## config.mk

```make
export PLATFORM = sky130hd
export DESIGN_NAME = rse_ram
export DESIGN_NICKNAME = d
export VERILOG_FILES = /design/src/sv/rse_ram.sv
export SDC_FILE = /design/constraint.sdc
export NUM_CORES = 2
export LEC_CHECK = 0
export ABC_AREA = 0
export CAP_MARGIN = 30
export CORE_ASPECT_RATIO = 0.5
export CORE_MARGIN = 2
export CORE_UTILIZATION = 25
export DETAILED_ROUTE_END_ITERATION = 8
export DONT_BUFFER_PORTS = 1
export PLACE_DENSITY_LB_ADDON = 0.1
export SYNTH_ARGS = -nofsm -noshare
export SYNTH_HDL_FRONTEND = slang
export SYNTH_SLANG_ARGS = --single-unit
```

## constraint.sdc

```tcl
create_clock -name clk -period 4.7 [get_ports clk]
set_input_delay 0.705 -clock clk [delete_from_list [all_inputs] [get_ports clk]]
set_output_delay 0.705 -clock clk [all_outputs]
set_load 0.02 [all_outputs]
```

## src/sv/rse_ram.sv

```systemverilog
// generic single-write, single-read ram with registered read data
module rse_ram #(
  parameter int WIDTH = 8,
  parameter int DEPTH = 256
) (
  input  logic                     clk,
  input  logic                     we,
  input  logic [$clog2(DEPTH)-1:0] waddr,
  input  logic [WIDTH-1:0]         wdata,
  input  logic                     re,
  input  logic [$clog2(DEPTH)-1:0] raddr,
  output logic [WIDTH-1:0]         rdata
);

  logic [WIDTH-1:0] mem_r [DEPTH];
  logic [WIDTH-1:0] rdata_r;

  always_ff @(posedge clk) begin
    if (we) begin
      mem_r[waddr] <= wdata;
    end
    if (re) begin
      rdata_r <= mem_r[raddr];
    end
  end

  assign rdata = rdata_r;

endmodule

```

# Word level (Yosys, flattened, before mapping)
# Memories as Yosys holds them, arrays and structs flattened. A register that Yosys moved wholly into a read port is not among the register bits.
# Cells that the tools add are included.
[totals]
regBits = 0
ram_bits = 2048
in_bits = 27
word_cells = 3
n_memories = 1
[op_classes]
mux = 2
[mem_list]
columns = ["name", "words", "word_bits", "read_ports", "rd_clocked_by_memory_dff", "write_ports", "line", "rtl"]
rows = [
  ["mem_r", 256, 8, 1, 1, 1, "15", "logic [WIDTH-1:0] mem_r [DEPTH];"],
]
[op_table]
columns = ["op", "count"]
rows = [
  ["$mux 1", 2],
]

# Depth between registers and ports, before layout
[depth]
word_depth = 2
mapped_depth = 11
ltp_nobuf = 6

# Least setup slack after synthesis
# No wires, ideal clock.
[synth_path]
path_type = "input-to-reg"
start = "input raddr[0]"
end = "register rdata_r[2], in the netlist rdata[2] (read register of mem_r), data pin"
setup_ns = 0.269
arrival_time_ns = 2.512
slack_ns = 1.919
path_stages = 9
cell_sequence = "buf_6 buf_12 buf_8 buf_2 mux4_2 a22oi_1 a21oi_1 nor4_1 nor4_2"
[synth_rtl]
columns = ["element", "line", "rtl"]
rows = [
  ["from (decl)", "11", "input logic [$clog2(DEPTH)-1:0] raddr,"],
  ["to (decl)", "16", "logic [WIDTH-1:0] rdata_r;"],
]

==> metrics.txt <==
Setup WS post-layout=0.4771 ns; Die H=403.1 µm; Pwr Density=413.0 nW/µm²; CTS max path bufs=4; Setup Skew=0.08241 ns; Highest Signal Layer=met4; routed wl met2=117100 µm; Critical R2R Launch=mem_r[87][4]$_DFFE_PP_; Period minus WS final=4.223 ns; mean post-synth cell area=21.33 µm²; Root Driver=clkbuf_16; DRT iter0 DRCs=3961; Worst Setup Start Kind=input port; CP max FO=134; Synth warnings=0; FF-to-FF End=rdata[4]$_DFFE_PP_; end point of the worst hold path=mem_r[124][7]$_DFFE_PP_; fmax=236.8 MHz; Initial Utilization=0.2514; Port-buffer cells=0; clk_lat worst skew=0.90 ns; cts bufs inserted=213; Distinct cells, synth=54; max-capacitance violation count=0; Seq cells post-synth=2056; post-synthesis sequential area ratio=0.7753; Register Area=61740 µm²; antenna violation net count after detailed routing=0; post-CTS resize count=0; Pins Over Slew Limit=0; drt wl/cell=29.70 µm; # clock sinks=2056; Post-synth EDFFs=2056; HP Start=wdata[7]; worst setup path class=input port to flip-flop; Rel. slew slack=0.04536; Die Wd=802.2 µm; most frequent cells in the layout=2056 x edfxtp_1, 454 x mux4_2, 279 x nor2_1; status=complete, no violations; DR DRC count=0; hold_ws=0.1265 ns; VDD IR max=0.0002560 V; routed wire length=249300 µm; commonest non-fill, non-tap cell in the layout=edfxtp_1; Syn Nets=3760; leak pwr=28.17 nW; Top-Level Pins=35; met3 routed wirelength=11510 µm; Fill cells=30950; synthesized instance count=3733; TritonCTS clock tree=built; first-pass GRT wire length=341100 µm; FP Rows=146; largest net degree at the start of global routing=447; post-place setup slack=-0.6035 ns; HPWL Detailed=138000 µm; Async S/R FF share, synth=0; Final Cycle Share=0.8985; Fin. Hold Viols=0; Vias per Instance=4.646; setup slack, reg-to-reg=1.74 ns; Post-synth top flop=edfxtp_1; GRT Total Usage=0.1504; GP Congestion=0.7268; cell area after synthesis=79640 µm²; hold depth=0; HP Class=input port to flip-flop; initial antenna violation count=28; # nets final=4044; gr ovfl total=0; Worst-path clk slew=0.07 ns; vias in the first global route=40420; H-tree Lvls=4; core region area=316800 µm²; synthesis-to-layout area growth=16.61%; Multi-input gate area=16570 µm²; share of cells above drive strength 1=0.2535; Worst Path Arrival=4.86 ns; Metal-1 WL=116700 µm; # setup viols final=0; RSZ-0062 raised after global routing=false; Worst EP required=5.34 ns; Critical Path End Type=flip-flop; Slew @ Worst Pin=1.432 ns; cells on worst reg2reg path=6; Via Count=39000; full die area=323400 µm²; drt pass-1 iters=7
-- cells by family (layout without fill, tap and decap cells) --
| family | count (synthesis) | after routing | share of synthesized area |
|---|---|---|---|
| flops | 2056 | 2056 | 0.7753 |
| mux | 591 | 591 | 0.1460 |
| simple gates | 466 | 466 | 0.02625 |
| compound gates | 385 | 385 | 0.03416 |
| buf+inv | 235 | 675 | 0.01829 |
| other cells | 0 | 3 | 0 |
-- cells in the mapped netlist, types with 10 or more instances --
cell      instances  area [µm²]
buf_4            27       202.7
buf_8            13       195.2
a211oi_1         16       120.1
a221oi_1         13       113.9
o21ai_0          10       50.05
mux4_2          454       10220
o211ai_1         10       75.07
clkbuf_1        111       416.7
nor2_1          282        1059
a21oi_1          96       480.5
edfxtp_1       2056       61740
buf_1            22       82.58
o22ai_1          28       175.2
a22oi_1         133       998.5
buf_2            31       155.2
buf_6            21       236.5
mux2i_1         134        1341
nor4_1           24       150.1
nand2_1          33       123.9
o221ai_1         46       402.9
nand4_1          10       62.56
nand3_1          34       170.2
nor3_1           22       110.1
nor2b_1          31       193.9
-- registers in the layout, summed over array words and instances, names as in the netlist --
register	count
mem_r	2048
rdata	8
-- worst max-delay path, cell delays in order --
cell,delay [ns]
buf_16,0.49
buf_16,0.76
mux2i_1,0.33
o22ai_1,0.16
o21ai_0,0.31
buf_4,0.18
nand3_1,0.21
nor4_1,0.70
buf_4,0.24
nor4_1,0.05
-- area by class of cell --
| cell class | count | area share |
|---|---|---|
| inverter | 2 | 0.00008084 |
| clock buffer | 270 | 0.06039 |
| multi-input combinational | 1442 | 0.1784 |
| timing repair buffer | 302 | 0.02953 |
| clock inverter | 101 | 0.009809 |
| tap | 4218 | 0.05683 |
| sequential | 2056 | 0.6649 |
| antenna | 3 | 0.00008084 |
-- routing by layer --
layer  vias up  GRT usage
met4         0    0.02607
met5         -          0
met3       274    0.02209
met1     21510     0.2184
li1      16280          -
met2       936     0.2428
-- worst max-delay path by stage --
stage               startpoint                  to  slack [ns]  depth (start not counted)
finish                raddr[0]  rdata[4]$_DFFE_PP_        0.48                         10
global route          raddr[0]  rdata[4]$_DFFE_PP_        0.24                         10
CTS                   raddr[0]  rdata[5]$_DFFE_PP_        0.37                         10
detailed placement    raddr[0]  rdata[6]$_DFFE_PP_       -0.60                          8
global placement      raddr[0]  rdata[6]$_DFFE_PP_       -0.61                          8
floorplan             raddr[0]  rdata[2]$_DFFE_PP_        1.92                          9
-- report_power, final --
group	total [mW]	switching, mW	internal, mW
sequential	20.3	0.0505	20.2
combinational	1.61	0.957	0.654
clock	16.5	7.20	9.26
-- through the flow --
| step | cells | setup TNS (ns) | power (mW) | utilization | instance area [µm²] |
|---|---|---|---|---|---|
| floorplan | 3733 | 0 | 21.62 | - | 79640 |
| global placement | 7975 | -3.540 | 22.14 | 0.2704 | 85650 |
| detailed placement | 7995 | -3.495 | 22.14 | 0.2712 | 85910 |
| CTS | 8382 | 0 | 38.83 | 0.2926 | 92690 |
| global route | 8391 | 0 | 39.63 | 0.2931 | 92850 |
| finish | 8394 | 0 | 38.35 | 0.2932 | 92860 |
-- what timing repair did --
action                                 CTS  global route
hold buffers                            16             0
buffers inserted                         0             0
endpoints found under the hold margin  222             0
setup endpoints to repair                0             2
(Power assumes the default switching activity.)
