**src/sv/rse_pkg.sv**
```systemverilog
// shared types, constants and operation codes for the instruction executor
package rse_pkg;

  localparam int MEM_ADDR_BITS_DEF = 16;
  localparam int XLEN              = 32;
  localparam int REG_IDX_W         = 5;
  localparam int NUM_REGS          = 32;
  localparam int FUNC_W            = 5;
  localparam int LANES             = 4;
  localparam int LANE_W            = 8;
  localparam int OUT_ADDR_W        = 16;
  localparam int IN_DATA_W         = 56;
  localparam int OUT_DATA_W        = 88;

  typedef enum logic [FUNC_W-1:0] {
    OP_ADD  = 5'd0,
    OP_SUB  = 5'd1,
    OP_AND  = 5'd2,
    OP_OR   = 5'd3,
    OP_XOR  = 5'd4,
    OP_NOR  = 5'd5,
    OP_SLT  = 5'd6,
    OP_SLL  = 5'd7,
    OP_SRA  = 5'd8,
    OP_ADDI = 5'd9,
    OP_ANDI = 5'd10,
    OP_ORI  = 5'd11,
    OP_XORI = 5'd12,
    OP_SLTI = 5'd13,
    OP_LW   = 5'd14,
    OP_LB   = 5'd15,
    OP_SW   = 5'd16,
    OP_SB   = 5'd17,
    OP_LUI  = 5'd18
  } func_t;

  typedef struct packed {
    logic                 wreg;
    logic [REG_IDX_W-1:0] rd;
    logic [XLEN-1:0]      val;
    logic                 wmem;
    logic                 is_lw;
    logic                 is_lb;
    logic                 is_word;
    logic [XLEN-1:0]      data;
  } exec_t;

endpackage

```
**src/sv/rse_alu.sv**
```systemverilog
// execute logic: alu, compare, shifts and effective address of one instruction
module rse_alu #(
  parameter int ADDR_W = rse_pkg::MEM_ADDR_BITS_DEF
) (
  input  logic [rse_pkg::FUNC_W-1:0]    func,
  input  logic [rse_pkg::REG_IDX_W-1:0] rd,
  input  logic [rse_pkg::XLEN-1:0]      a,
  input  logic [rse_pkg::XLEN-1:0]      b,
  input  logic [rse_pkg::XLEN-1:0]      imm,
  output rse_pkg::exec_t                ex,
  output logic [ADDR_W-1:0]             addr
);

  logic [rse_pkg::XLEN-1:0] sum;
  logic [rse_pkg::XLEN-1:0] val;
  logic [rse_pkg::XLEN-1:0] data;
  logic                     wreg;
  logic                     wmem;
  logic                     is_lw;
  logic                     is_lb;
  logic                     is_word;

  always_comb begin
    sum     = a + imm;
    val     = '0;
    data    = '0;
    wreg    = 1'b1;
    wmem    = 1'b0;
    is_lw   = 1'b0;
    is_lb   = 1'b0;
    is_word = 1'b0;
    unique case (rse_pkg::func_t'(func))
      rse_pkg::OP_ADD:  val = a + b;
      rse_pkg::OP_SUB:  val = a - b;
      rse_pkg::OP_AND:  val = a & b;
      rse_pkg::OP_OR:   val = a | b;
      rse_pkg::OP_XOR:  val = a ^ b;
      rse_pkg::OP_NOR:  val = ~(a | b);
      rse_pkg::OP_SLT:  val = {31'b0, $signed(a) < $signed(b)};
      rse_pkg::OP_SLL:  val = a << b[4:0];
      rse_pkg::OP_SRA:  val = $unsigned($signed(a) >>> b[4:0]);
      rse_pkg::OP_ADDI: val = sum;
      rse_pkg::OP_ANDI: val = a & imm;
      rse_pkg::OP_ORI:  val = a | imm;
      rse_pkg::OP_XORI: val = a ^ imm;
      rse_pkg::OP_SLTI: val = {31'b0, $signed(a) < $signed(imm)};
      rse_pkg::OP_LW:   is_lw = 1'b1;
      rse_pkg::OP_LB:   is_lb = 1'b1;
      rse_pkg::OP_SW: begin
        wreg    = 1'b0;
        wmem    = 1'b1;
        is_word = 1'b1;
        data    = b;
      end
      rse_pkg::OP_SB: begin
        wreg = 1'b0;
        wmem = 1'b1;
        data = {24'b0, b[7:0]};
      end
      rse_pkg::OP_LUI:  val = {imm[19:0], 12'b0};
      default:          wreg = 1'b0;
    endcase

    ex.wreg    = wreg && (rd != '0);
    ex.rd      = ex.wreg ? rd : '0;
    ex.val     = ex.wreg ? val : '0;
    ex.wmem    = wmem;
    ex.is_lw   = is_lw;
    ex.is_lb   = is_lb;
    ex.is_word = is_word;
    ex.data    = data;
  end

  assign addr = sum[ADDR_W-1:0];

endmodule

```
**config.mk**
```make
export PLATFORM = sky130hd
export DESIGN_NAME = rse_alu
export DESIGN_NICKNAME = d
export VERILOG_FILES = /design/src/sv/rse_pkg.sv /design/src/sv/rse_alu.sv
export SDC_FILE = /design/constraint.sdc
export NUM_CORES = 1
export LEC_CHECK = 0
export ABC_AREA = 1
export BUFFER_PORTS_ARGS = -buffer_cell sky130_fd_sc_hd__buf_4
export CORE_UTILIZATION = 45
export DETAILED_ROUTE_END_ITERATION = 10
export SYNTH_ARGS = -nofsm -noshare
export SYNTH_HDL_FRONTEND = slang
export SYNTH_SLANG_ARGS = --single-unit
```
**constraint.sdc**
```tcl
create_clock -name vclk -period 8.1
set_input_delay 0.81 -clock vclk [all_inputs]
set_output_delay 0.81 -clock vclk [all_outputs]
set_load 0.05 [all_outputs]
```
* Word level (Yosys, flattened, before mapping)
Index checks and enable logic that the tools add are counted.
Operators by class: add/sub/neg operators 3, magnitude comparators 2, equality and inequality tests 18, shifts and indexed selects 2, muxes and demuxes 9, bitwise operators 7, reduce and logical (&&, ||, !) cells 5
Operators with widths (number):
- one-hot mux 32 bit (15 select lines) | 1
- adder 32 bit | 2
- AND 32 bit | 2
- less-than comparator 32 bit | 2
- OR 32 bit | 2
- one-hot mux 32 bit (2 select lines) | 1
- bitwise XOR 32 bit | 2
- equality test 5 x 4 -> 1 bit (second input constant) | 8
- 2-to-1 mux 32 bit | 1
- inverter 32 bit | 1
- left shift 32 x 5 -> 32 bit | 1
- >>> shifter 32 x 5 -> 32 bit | 1
- subtractor 32 bit | 1
- equality test 5 x 3 -> 1 bit (second input constant) | 4
- OR reduction 17 bit | 1
- equality test 5 bit (second input constant) | 3
- equality test 5 x 2 -> 1 bit (second input constant) | 2
- equality test 5 x 1 -> 1 bit (second input constant) | 1
- zero test 5 bit | 1
- 2-to-1 mux 1 bit | 5
- 2-to-1 mux 5 bit | 1
- nonzero test 5 bit | 1
- OR reduction 2 bit | 1
- logical AND 1 bit | 1
Word-level totals: bits in registers 0, input bits 106, output and inout port bits 90

* Depth between registers and ports, before layout
Gate-level depths: netlist of run 1.
word-level depth 5, depth in mapped cells 20

* Worst setup path after synthesis of run 1
OpenSTA, ideal clock, no wires.
path type input -> output, start in b[3] (netlist name), end out ex[54] (netlist name), data arrival time 3633 ps, data required time 7290 ps, path slack 3657 ps, cell stages on the path 18, cells stage by stage clkbuf_1 > inv_1 > buf_2 > buf_1 > ha_1 > clkbuf_1 > nand3_1 > nand2_1 > nand2_1 > nand2_1 > nand2_1 > nand2_1 > nand2_1 > nor2_1 > nor2_1 > nand2_1 > nand3_1 > a21oi_1
RTL lines:
- start, declared | RTL line rse_alu.sv:8 | input logic [rse_pkg::XLEN-1:0] b,
- end, declared | RTL line rse_alu.sv:10 | output rse_pkg::exec_t ex,

==> results.py, run 1 <==
metrics = {
    "grt": {
        "antenna_found_initial": 1,
        "grt_pass1_vias": 20200,
        "grt_usage": 0.469,
        "gr-total-overflow": 0,
        "grt_pass1_wl_um": 125000,
        "grt_max_degree": 70,
    },
    "status": {
        "outcome": "completed",
    },
    "logic_synthesis": {
        "synthesis.nets": 3521,
        "synth_top_cell_area_share": 0.263,
        "synth-seq-area-share": 0,
        "syn_area_um2": 15600,
        "synthDistinctLibCells": 46,
        "yosysWarnings": 0,
        "netlist.top_cell.by_area": "nand2_1",
        "synthTopCellsByArea": "nand2_1 26%, ha_1 16%, nand3_1 16%",
        "synthCells": 3212,
        "syn_area_per_cell_um2": 4.86,
    },
    "routing": {
        "initialDrtViolationCount": 3437,
        "dr.pass1.iters": 7,
        "routed_via_density": 6.04,
        "wl_per_cell_um": 23.1,
        "drc_errors": 0,
        "vias": 22600,
        "wirelength_um": 86600,
        "ant_nets": 0,
    },
    "placed_design": {
        "gp_congestion": 1.14,
        "detailed_place_hpwl_um": 71400,
        "dp.cells": 3744,
        "dp_slack_ns": 3.21,
        "io_buffers": 196,
    },
    "final_layout": {
        "final-seq-area_um2": 0,
        "nNetsFinal": 3607,
        "multi_input_area_um2": 13200,
        "final_util": 0.508,
        "n_fill_cell": 3835,
        "syn_to_final_growth_pct": 10.1,
        "antenna_cells": 0,
        "n_clock_buffer": 0,
        "seq_cells": 0,
        "fin_cells": 3744,
        "final_layout_size_suffix_gt1_frac": 0.0740,
    },
    "timing": {
        "maxSlewViolCount": 0,
        "worst_pin_slew_ns": 1.11,
        "relSlewSlack": 0.254,
        "fin_ws_ns": 3.02,
        "finalHoldViolations": 0,
        "setup_tns_ns": 0,
        "rsz0062_at_grt": "false",
        "layout_worst_path_cycle_share": 0.627,
        "setup_viol": 0,
        "timing.fmax_mhz": 197,
        "post-route-min-period_ns": 5.08,
    },
    "worst_setup_path": {
        "cp.arrival_ns": 4.27,
        "cp-end-kind": "output port",
        "cp_max_fo": 69,
        "crit_type": "primary input to output port",
        "cp-start-kind": "primary input",
        "critical_path_required_ns": 7.29,
    },
    "die": {
        "die_h_um": 188,
        "rows": 67,
        "core_um2": 33900,
        "die-area_um2": 35500,
        "die_w_um": 188,
        "initial_core_util": 0.461,
        "io_pins": 196,
    },
    "pwr": {
        "totalPowerFinal_mw": 1.27,
        "peakVddDrop_v": 0.0000617,
        "power_density_nw_per_um2": 74.0,
        "p_leak_nw": 10.1,
    },
    "clock_network": {
        "cts_resized": 0,
        "post_cts_buffers": 0,
        "cts_hold_buf": 0,
    },
    "flow_run": {
        "drv_cap": 0,
    },
    "hold_path": {
        "holdCritPathClass": "primary input to output port",
    },
}
==> Yosys cell counts (18+ instances only) <==
cell type,instances
o21ai_0,123
buf_2,52
o211ai_1,28
ha_1,200
a21oi_1,150
nand2_1,1095
nor3_1,35
xor2_1,18
nand3_1,485
clkbuf_1,49
nor2_1,312
nand4_1,34
inv_1,477
==> per-stage QoR <==
step           hold slack [ns]  area, um2
2_1_floorplan             1.84      15600
3_3_place_gp              1.98      17200
3_5_place_dp              1.99      17200
4_1_cts                   1.99      17200
5_1_grt                   2.02      17200
6_report                  1.99      17200
==> path summary, 6_finish.rpt <==
| kind | from | end | slack, ns | depth (start not counted) |
|---|---|---|---|---|
| max | b[1] | ex[51] | 3.02 | 14 |
| min | rd[1] | ex[69] | 1.99 | 4 |
==> area by class of cell <==
type | count | share of cell area
repair buffers | 212 | 0.0925
inverters | 482 | 0.105
multi-input cells | 2602 | 0.770
well taps | 448 | 0.0326
==> cells in the final DEF, fill, tap and decap left out, types with 4 or more instances in the layout <==
cell type and n:
nand2_1 1095, nand3_1 485, inv_1 474, nor2_1 311, buf_4 212, ha_1 200, a21oi_1 150, o21ai_0 123
nor3_1 35, nand4_1 34, o211ai_1 28, xor2_1 18, or2_2 15, nand3b_1 13, and2_1 13, o21bai_1 12
inv_2 7, o21a_1 7, nor4_1 6, a211oi_1 6, and3_1 5, o21ai_1 5, nor2_4 4, nor2_2 4
a31oi_1 4, o22ai_1 4
==> power breakdown <==
group / switching, mW / leakage [nW] / internal (mW)
sequential: 0 / 0 / 0
combinational: 0.928 / 10.1 / 0.344
clock: 0 / 0 / 0
==> logic make-up after synthesis <==
| logic type | after synthesis | share of synthesized area |
|---|---|---|
| and+or+nand+nor | 2030 | 0.549 |
| buffers and inverters | 610 | 0.153 |
| AOI/OAI and AO/OA | 350 | 0.123 |
| adders and majority gates | 203 | 0.164 |
| xor gates and xnor gates | 19 | 0.0107 |
==> worst max-delay path, cell delays in order <==
cell and delay, ns:
buf_4 0.56, inv_2 0.38, buf_4 0.32, ha_1 0.35, o21ai_0 0.24, nand3b_1 0.12, nand2_1 0.20, nand2_1 0.08
nand2_1 0.25, o21ai_0 0.19, nand2_1 0.10, nor2_1 0.06, nor2_1 0.29, buf_4 0.27
==> per-layer routing <==
metal  vias to the layer above  global-route usage  part of all wire
met1                     10000               0.593              0.37
met3                       388               0.115              0.14
li1                      10400                   -                 -
met5                         -                   0                 0
met4                         0               0.324             0.087
met2                      1806               0.697              0.40
Note: power is estimated with default switching activity, not from simulation.
==> run 2: changes to the inputs <==
ABC_AREA = 0   (was 1)
PLACE_DENSITY = 0.65   (was default)
clock period = 4.95 ns   (was 8.1 ns; I/O delays follow)
==> results.py, run 2 <==
metrics = {
    "grt": {
        "grt_max_degree": 74,
        "antenna_found_initial": 1,
        "gr-total-overflow": 0,
        "grt_pass1_wl_um": 110000,
        "grt_usage": 0.473,
        "grt_pass1_vias": 16900,
    },
    "worst_setup_path": {
        "cp.depth": 14,
        "max_stage_delay_ns": 0.60,
        "crit_type": "primary input to output port",
        "path_cells": "buf_4, inv_1, ha_1, nand3_1, nor4_2, o21ai_1, a311oi_1, buf_4, or2_1, a41oi_1, xnor2_1, o221a_2, a31oi_1, buf_4",
        "critical_path.top_delay_family": "compound AO/OA/AOI/OAI gates",
        "crit_slowest_cell": "nor4_2",
        "path_buf_inv": 4,
        "cp-end-kind": "output port",
        "critical_path_required_ns": 4.45,
        "path_common_cell": "buf_4",
        "cp_max_fo": 12,
        "cp-start-kind": "primary input",
        "cp.arrival_ns": 4.31,
    },
    "final_layout": {
        "nNetsFinal": 2568,
        "final_cell_mix": "266 x buf_4, 211 x nor2_1, 206 x a21oi_1, 200 x ha_1, 196 x nand2_1",
        "n_clock_buffer": 0,
        "final_layout_size_suffix_gt1_frac": 0.144,
        "final-seq-area_um2": 0,
        "seq_cells": 0,
        "final_common_cell": "buf_4",
        "fin_cells": 2654,
        "syn_to_final_growth_pct": 13.5,
    },
    "status": {
        "outcome": "completed",
    },
    "logic_synthesis": {
        "synthCells": 2159,
        "synthDistinctLibCells": 87,
        "yosysWarnings": 0,
        "synthTopCellsByCount": "213 x nor2_1, 206 x a21oi_1, 200 x ha_1",
        "synthesis.nets": 2468,
        "netlist.top_cell.by_area": "ha_1",
        "yosysMostFrequentCell": "nor2_1",
        "synth-seq-area-share": 0,
        "synth_top_cell_area_share": 0.180,
        "syn_area_per_cell_um2": 6.45,
        "synthTopCellsByArea": "ha_1 18%, a21oi_1 7.4%, o21ai_0 6.9%",
        "syn_area_um2": 13900,
    },
    "die": {
        "die_h_um": 178,
        "io_pins": 196,
        "rows": 64,
        "core_um2": 30500,
        "die_w_um": 178,
        "initial_core_util": 0.456,
        "die-area_um2": 31600,
    },
    "routing": {
        "dr.pass1.iters": 8,
        "routed_via_density": 7.12,
        "vias": 18900,
        "wl_per_cell_um": 29.3,
        "wirelength_um": 77700,
        "drc_errors": 0,
        "initialDrtViolationCount": 3166,
        "ant_nets": 0,
    },
    "clock_network": {
        "post_cts_buffers": 0,
    },
    "placed_design": {
        "io_buffers": 196,
        "detailed_place_hpwl_um": 60800,
        "gp_congestion": 1.05,
        "dp.cells": 2653,
    },
    "hold_path": {
        "holdPathStages": 3,
        "hold_end": "ex[71]",
        "hp-start": "rd[3]",
        "holdCritPathClass": "primary input to output port",
    },
    "timing": {
        "finalHoldViolations": 0,
        "relSlewSlack": 0.173,
        "timing.fmax_mhz": 208,
        "post-route-min-period_ns": 4.80,
        "setup_viol": 0,
        "layout_worst_path_cycle_share": 0.970,
        "maxSlewViolCount": 0,
        "setup_tns_ns": 0,
        "rsz0062_at_grt": "false",
        "worst_pin_slew_ns": 1.23,
    },
    "flow_run": {
        "drv_cap": 0,
    },
}
## run 2: cell types whose count changed after synthesis, sizes merged, moves of 24 or more
cell    change
nand2     -899
nand3     -430
inv       -340
nor2      -105
o21ai      +68
mux2i      +67
xnor2      +61
a21oi      +56
clkbuf     +51
nor4       +41
a211oi     +40
a31oi      +30
a221oi     +24
## run 2: logic make-up (layout without fill, tap and decap cells)
kind of cell	count (synthesis)	after routing	share of synthesized area
adder cells (fa/ha/maj)	203	203	0.184
multiplexers	95	95	0.0846
AO/OA/AOI/OAI	777	777	0.358
XOR/XNOR	74	74	0.0466
other	0	1	0
AND/OR/NAND/NOR	694	694	0.233
buffers and inverters	316	414	0.0932
## run 2: metal layers
metal / track usage / vias up / routed length (um)
li1: - / 8145 / -
met1: 0.659 / 8940 / 30800
met2: 0.650 / 1566 / 30400
met3: 0.149 / 255 / 12200
met4: 0.218 / 0 / 4270
met5: 0 / - / 0
## run 2: worst max path at each step
| stage | startpoint | end | slack [ns] |
|---|---|---|---|
| floorplan | b[2] | ex[66] | 0.26 |
| global placement | a[6] | ex[67] | 0.20 |
| detailed placement | a[8] | ex[67] | 0.16 |
| CTS | a[8] | ex[67] | 0.14 |
| global route | a[8] | ex[67] | 0.11 |
| finish | a[8] | ex[67] | 0.15 |
## run 2: cell type report
cell class         count  area [um2]
multi-input cells   1843       12700
well taps            396         495
fillers             3187       14700
repair buffers       272        2120
inverters            142         533
diodes                 1        2.50
## run 2: repair_timing
action,in CTS,in global routing
hold buffers,0,0
hold endpoints to repair,0,0
setup endpoints to repair,0,1
resized for setup,0,1
## run 2: through the flow
stage                     utilization  cell area, um2  worst slack [ns]  hold slack, ns
after detailed placement        0.518           15800             0.156            1.36
after CTS                       0.518           15800             0.140            1.36
after global placement          0.518           15800             0.201            1.36
final                           0.518           15800             0.150            1.36
after floorplan                     -           13900             0.258            1.27
after global routing            0.518           15800             0.108            1.39
